File: config.mk
export PLATFORM = sky130hd
export DESIGN_NAME = rgbnf_chan_filter
export DESIGN_NICKNAME = d
export VERILOG_FILES = /design/src/rtl/core/rgbnf_pkg.sv /design/src/rtl/core/rgbnf_chan_filter.sv
export SDC_FILE = /design/constraint.sdc
export NUM_CORES = 1
export LEC_CHECK = 0
export BUFFER_PORTS_ARGS = -buffer_cell sky130_fd_sc_hd__clkbuf_2
export CORE_UTILIZATION = 39
export DETAILED_ROUTE_END_ITERATION = 12
export SETUP_SLACK_MARGIN = 0.1
export SLEW_MARGIN = 20
export SYNTH_ARGS = -nofsm -noshare
export SYNTH_HDL_FRONTEND = slang
export SYNTH_SLANG_ARGS = --single-unit
File: constraint.sdc
create_clock -name vclk -period 38.4
set_input_delay 0 -clock vclk [all_inputs]
set_output_delay 0 -clock vclk [all_outputs]
set_load 0.02 [all_outputs]
File: src/rtl/core/rgbnf_pkg.sv
// Package for the RGB 3x3 neighborhood filter.
// Holds the pixel and beat types, configuration register codes and filter modes.
// No dependencies.
`default_nettype none

package rgbnf_pkg;

  // Widths fixed by the register map and the pixel format.
  localparam int unsigned CHAN_W      = 8;
  localparam int unsigned MODE_W      = 3;
  localparam int unsigned IMG_W       = 12;
  localparam int unsigned CFG_INDEX_W = 1;
  localparam int unsigned CFG_DATA_W  = 12;
  localparam int unsigned TAPS        = 9;

  // Configuration register indexes.
  localparam logic [CFG_INDEX_W-1:0] CFG_FILTER_MODE = 1'd0;
  localparam logic [CFG_INDEX_W-1:0] CFG_IMAGE_WIDTH = 1'd1;

  // Reset values of the configuration registers.
  localparam logic [MODE_W-1:0] FILTER_MODE_RESET = 3'd0;
  localparam logic [IMG_W-1:0]  IMAGE_WIDTH_RESET = 12'd2048;

  // Filter modes; the two unused codes behave as copy.
  typedef enum logic [MODE_W-1:0] {
    MODE_COPY    = 3'd0,
    MODE_AVERAGE = 3'd1,
    MODE_SHARPEN = 3'd2,
    MODE_EDGE    = 3'd3,
    MODE_EMBOSS  = 3'd4,
    MODE_MAXIMUM = 3'd5
  } filter_mode_t;

  // One stored pixel.
  typedef struct packed {
    logic [CHAN_W-1:0] blue;
    logic [CHAN_W-1:0] green;
    logic [CHAN_W-1:0] red;
  } rgb_t;

  // Input beat.
  typedef struct packed {
    logic [CHAN_W-1:0] red_in;
    logic [CHAN_W-1:0] green_in;
    logic [CHAN_W-1:0] blue_in;
    logic              is_pad;
  } in_beat_t;

  // Output beat.
  typedef struct packed {
    logic [CHAN_W-1:0] red_out;
    logic [CHAN_W-1:0] green_out;
    logic [CHAN_W-1:0] blue_out;
    logic              frame_last;
  } out_beat_t;

  // The nine samples of one channel, row-major: index = row * 3 + column.
  typedef logic [TAPS-1:0][CHAN_W-1:0] taps_t;

endpackage

`default_nettype wire

File: src/rtl/core/rgbnf_chan_filter.sv
// Per-channel 3x3 kernel: copy, average, sharpen, edge, emboss or maximum.
// Combinational; uses rgbnf_pkg for the tap type and the mode codes.
`default_nettype none

module rgbnf_chan_filter (
  input  logic [rgbnf_pkg::MODE_W-1:0] mode,
  input  rgbnf_pkg::taps_t             taps,
  output logic [rgbnf_pkg::CHAN_W-1:0] result
);
  import rgbnf_pkg::*;

  localparam int unsigned SUM_W = 13;

  logic signed [SUM_W-1:0] t [TAPS];
  logic signed [SUM_W-1:0] s_avg;
  logic signed [SUM_W-1:0] s_sharp;
  logic signed [SUM_W-1:0] s_edge;
  logic signed [SUM_W-1:0] s_emb;
  logic signed [SUM_W-1:0] s_sel;
  logic [CHAN_W-1:0]       best;
  logic                    use_sum;

  // Zero-extend the samples into signed sum width.
  always_comb begin
    for (int i = 0; i < TAPS; i++) begin
      t[i] = $signed({{(SUM_W - CHAN_W){1'b0}}, taps[i]});
    end
  end

  // Kernel sums written as shifts and adds.
  always_comb begin
    s_avg   = t[0] + (t[1] <<< 1) + t[2] + (t[3] <<< 1) + (t[4] <<< 2)
            + (t[5] <<< 1) + t[6] + (t[7] <<< 1) + t[8];
    s_sharp = (t[4] <<< 2) + t[4] - t[1] - t[3] - t[5] - t[7];
    s_edge  = (t[4] <<< 3) - t[0] - t[1] - t[2] - t[3] - t[5] - t[6] - t[7] - t[8];
    s_emb   = t[4] + t[5] + t[7] + (t[8] <<< 1) - (t[0] <<< 1) - t[1] - t[3];
  end

  // Running maximum over the neighborhood.
  always_comb begin
    best = '0;
    for (int i = 0; i < TAPS; i++) begin
      if (taps[i] > best) begin
        best = taps[i];
      end
    end
  end

  // Select by mode. The average sum is never negative, so the shift truncates.
  always_comb begin
    use_sum = 1'b1;
    s_sel   = '0;
    case (mode)
      MODE_AVERAGE: s_sel = s_avg >>> 4;
      MODE_SHARPEN: s_sel = s_sharp;
      MODE_EDGE:    s_sel = s_edge;
      MODE_EMBOSS:  s_sel = s_emb;
      default:      use_sum = 1'b0;
    endcase
  end

  // Saturate to the channel range, or pass the maximum or the center through.
  always_comb begin
    if (!use_sum) begin
      result = (mode == MODE_MAXIMUM) ? best : taps[4];
    end else if (s_sel < 0) begin
      result = '0;
    end else if (s_sel > $signed(SUM_W'(255))) begin
      result = '1;
    end else begin
      result = s_sel[CHAN_W-1:0];
    end
  end

endmodule

`default_nettype wire
== After elaboration in Yosys (flattened, before gate mapping) ==
Cells that the tools add are included.

* Register bits after elaboration: 0
* Input port bits: 75
* Output and inout bits: 8
* Word-level logic and storage cells: 59

* $add $sub $neg: 27
* Order comparisons: 11
* Eq/ne operators: 5
* Multiplexer cells: 15
* Reduce and logical (&&, ||, !) cells: 1

{| class="wikitable"
|+ Operator list
! kind !! number
|-
| $sub A13 B9 Y13 || 9
|-
| $mux W8 || 13
|-
| $gt A8 B8 Y1 || 8
|-
| $pmux W13 S4 || 1
|-
| $sub A12 B9 Y13 || 3
|-
| $add A13 B10 Y13 || 2
|-
| $add A13 B9 Y13 || 2
|-
| $sub A11 B8 Y12 || 2
|-
| $add A10 B8 Y11 || 2
|-
| $add A12 B10 Y13 || 1
|-
| $gt A13 B9 Y1 const B || 1
|-
| $lt A13 B1 Y1 const B || 1
|-
| $add A11 B9 Y12 || 1
|-
| $sub A11 B9 Y12 || 1
|-
| $add A10 B9 Y11 || 1
|-
| $add A8 B9 Y10 || 1
|-
| $add A9 B8 Y10 || 1
|-
| $add A8 B8 Y9 || 1
|-
| $gt A8 B1 Y1 const B || 1
|-
| $eq A3 B2 Y1 const B || 2
|-
| $eq A3 B3 Y1 const B || 2
|-
| $reduce_or A4 Y1 || 1
|-
| $eq A3 B1 Y1 const B || 1
|-
| $mux W1 || 1
|}

== Logic depth before layout (Yosys ltp) ==
* Depth in word-level cells: 20
* Gate-level depth with buffers: 83
* Mapped depth without buffers: 76

== Worst setup path after synthesis ==
Ideal clock, no wire load.

* Kind: input-to-output
* From: in taps[0] in the netlist's numbering
* To: out result[0] in the netlist's numbering
* Arrival time: 13,480 ps
* Data required time: 38,400 ps
* Path slack: 24,920 ps
* Stages: 82
* Buffers on the path: 7
* Path through: inv_1 -> ha_1 -> nor2b_1 -> a31oi_1 -> ha_1 -> nor2b_1 -> o211ai_1 -> a21o_1 -> a21o_1 -> buf_2 -> mux2i_1 -> inv_1 -> ha_1 -> nor2b_1 -> o21ai_1 -> a21boi_1 -> o31ai_4 -> clkbuf_1 -> [... 46 more ...] -> and2_1 -> a21oi_1 -> nor2_1 -> o221a_4 -> a211o_1 -> buf_6 -> a31oi_1 -> ha_1 -> o21a_1 -> o21ai_0 -> nand2b_1 -> a21oi_1 -> o21ai_0 -> o21ai_0 -> nand2b_1 -> clkbuf_1 -> or4b_1 -> nand4_1

* Longest elaborated chain between the ends: 20
* Elaborated cells between the ends (all ways): 44
* Those cells by class: add/sub: 19; order compare: 11; mux: 14

{| class="wikitable"
|+ Ends and longest elaborated chain
! element !! RTL line !! text
|-
| start, declared || rgbnf_chan_filter.sv:7 || <nowiki>input rgbnf_pkg::taps_t taps,</nowiki>
|-
| branches (longest 19 deep; another with $sub A12 B9 Y13) || -- ||
|-
| $mux W8 (*) || rgbnf_chan_filter.sv:64 || <nowiki>if (!use_sum) begin</nowiki>
|-
| end, declared || rgbnf_chan_filter.sv:8 || <nowiki>output logic [rgbnf_pkg::CHAN_W-1:0] result</nowiki>
|}

Mark *: on every way between the ends.

== Worst setup path in the final report ==
* From: in taps[0] in the netlist's numbering
* To: out result[6] in the netlist's numbering

Same word-level chain as after synthesis.

==> flow_summary.yaml <==
clocking:
  post_cts_resized: 0
  cts_setup_buffers: 0
  cts_hold_buf: 0
hold_path:
  worstHoldEndpoint: "result[0]"
  min_from: "taps[64]"
  hp-class: "input pin to primary output"
  worstHoldPathCells: 4
sta:
  setup_tns_ns: 0
  fmax_mhz: 62.1
  timing.final.crit_share_pct: 41.9
  tightest_slew_ns: 1.04
  drv_slew: 0
  slew_headroom_pct: 29.9
  rsz0062_at_grt: "no"
  whs_ns: 0.499
  setup_viol: 0
  hold_viol: 0
  setup_ws_ns: 22.29
  post-route-min-period_ns: 16.11
global_route:
  grt_pass1_wl_mm: 47.1
  track_usage_pct: 26.0
  grt_max_degree: 15
  antenna_found_initial: 0
  grt_overflow: 0
  grt_pass1_vias: 8099
layout:
  mostFrequentLayoutCells: "223 x inv_1, 153 x fa_1, 142 x ha_1, 83 x clkbuf_2, 64 x a21oi_1"
  seq_cells: 0
  final_common_cell: "inv_1"
  fin_cells: 1445
  nNetsFinal: 1497
  syn2layout_area_growth_pct: 8.22
  fin_util_pct: 42.9
  fin_area_sq_um: 10100
  nFillCells: 2431
  drive_gt1_share_pct: 9.96
  regArea_sq_um: 0
  nClkBuffers: 0
synth:
  ys_types: 75
  synth_cells: 1053
  syn-mean-instance-area_sq_um: 8.82
  syn-num-nets: 1423
  ys_seq_area_share_pct: 0
  synth_area_sq_um: 9290
  yosys_warnings: 0
placed_design:
  finalWeightedCongestion: 0.967
  port_buffers: 83
  pre_cts_ws_ns: 22.61
  placed_area_sq_um: 10000
  dp_hpwl_mm: 27.2
  dp.cells: 1444
pwr:
  swShare_pct: 58.4
  peakVddDrop_mv: 0.0646
  combPwrFrac_pct: 100.0
  seq_power_share_pct: 0
  p_per_area_nw_per_um2: 90.4
  pwr-share-clk_pct: 0
  switchingPower_mw: 0.530
  p_int_mw: 0.378
  p_leak_nw: 5.10
  fin_total_pwr_mw: 0.908
drt:
  drc: 0
  firstDrtPassIters: 6
  drt-total-wl_mm: 30.6
  vias: 7848
  wl_per_cell_microns: 21.2
  viasPerCell: 5.43
  ant_nets: 0
  dr.first_iter.drc_count: 487
floorplanning:
  rows: 56
  fp.dieW_microns: 156
  design.die.area_sq_um: 24400
  start_util_pct: 39.7
  core-area_sq_um: 23400
  die_h_microns: 156
  num_io_pins: 83
critical_path:
  crit_type: "input pin to primary output"
  startpoint: "taps[0]"
  crit_path_start_kind: "input pin"
  crit_top_cell: "ha_1"
  setup.worst_path.end_class: "primary output"
  cp.required_ns: 38.40
  worst_ep_arrival_time_ns: 16.11
  crit_slowest_cell: "a2111oi_0"
  crit_path_max_fanout: 14
  slowest_delay_ns: 0.59
flow_run:
  drv_cap: 0
run_status:
  status: "completed"
## cell families (layout without fill, tap and decap cells)
family	Yosys count	after routing	synth area share (%)
AO/OA/AOI/OAI	252	252	18.8
XOR/XNOR	56	56	5.28
adder cells (fa/ha/maj)	297	297	52.3
AND/OR/NAND/NOR	181	181	10.2
multiplexers	30	30	3.53
other	0	1	0
buffers and inverters	237	309	9.83
## per-layer routing
layer	global-route usage (%)	up-vias	part of all wire, %
li1	-	3699	-
met1	34.9	3795	43
met2	43.7	304	47
met3	3.60	50	7.4
met4	7.00	0	3.3
met5	0	-	0
## cell usage after synthesis (5+ instances only)
| master | n | area (sq um) |
|---|---|---|
| fa_1 | 153 | 3060 |
| nand4_1 | 9 | 56.3 |
| a31oi_1 | 10 | 62.6 |
| nand3b_1 | 5 | 37.5 |
| a2111oi_0 | 6 | 52.6 |
| and3_1 | 6 | 37.5 |
| xor2_1 | 15 | 131 |
| and2_1 | 7 | 43.8 |
| o21a_1 | 14 | 105 |
| mux2_4 | 5 | 75.1 |
| mux2i_1 | 23 | 230 |
| nand2_1 | 36 | 135 |
| a22oi_1 | 6 | 45.0 |
| a21oi_1 | 64 | 320 |
| a222oi_1 | 7 | 70.1 |
| nand2b_1 | 14 | 87.6 |
| nor2_1 | 43 | 161 |
| nor3_1 | 6 | 30.0 |
| nand3_1 | 15 | 75.1 |
| o21bai_1 | 18 | 135 |
| or3_1 | 8 | 50.1 |
| clkbuf_1 | 9 | 33.8 |
| ha_1 | 142 | 1780 |
| a21o_1 | 29 | 218 |
| inv_1 | 223 | 837 |
| nor2b_1 | 16 | 100 |
| o21ai_0 | 40 | 200 |
| o211ai_1 | 11 | 82.6 |
| xnor2_1 | 41 | 359 |
## worst max-delay path by stage
stage / slack, ns / end
final: 22.29 / result[6]
after global routing: 21.03 / result[6]
after CTS: 22.55 / result[6]
after detailed placement: 22.61 / result[6]
after global placement: 22.97 / result[6]
after floorplan: 24.92 / result[0]
## final cells by class
| cell class | instances | area (sq um) | share of cell area (%) |
|---|---|---|---|
| Multi-Input combinational cell | 816 | 8370 | 83.3 |
| Inverter | 223 | 837 | 8.33 |
| Timing Repair Buffer | 86 | 438 | 4.36 |
| Tap cell | 319 | 399 | 3.97 |
| Antenna cell | 1 | 2.50 | 0.0249 |
## critical path, delay by kind of cell
kind	cells	cell delay [ns]
AOI/OAI and AO/OA	35	8.11
and+or+nand+nor	19	3.07
adders and majority gates	9	2.52
buffers and inverters	7	0.90
muxes	5	1.45
## power by group through the flow
stage / logic (mW) / clock network [mW] / registers, mW
2_1_floorplan: 0.679 / 0 / 0
3_3_place_gp: 0.889 / 0 / 0
3_5_place_dp: 0.895 / 0 / 0
4_1_cts: 0.903 / 0 / 0
5_1_grt: 1.01 / 0 / 0
6_report: 0.908 / 0.00000000117 / 0
Note: power is estimated with default switching activity, not from simulation.
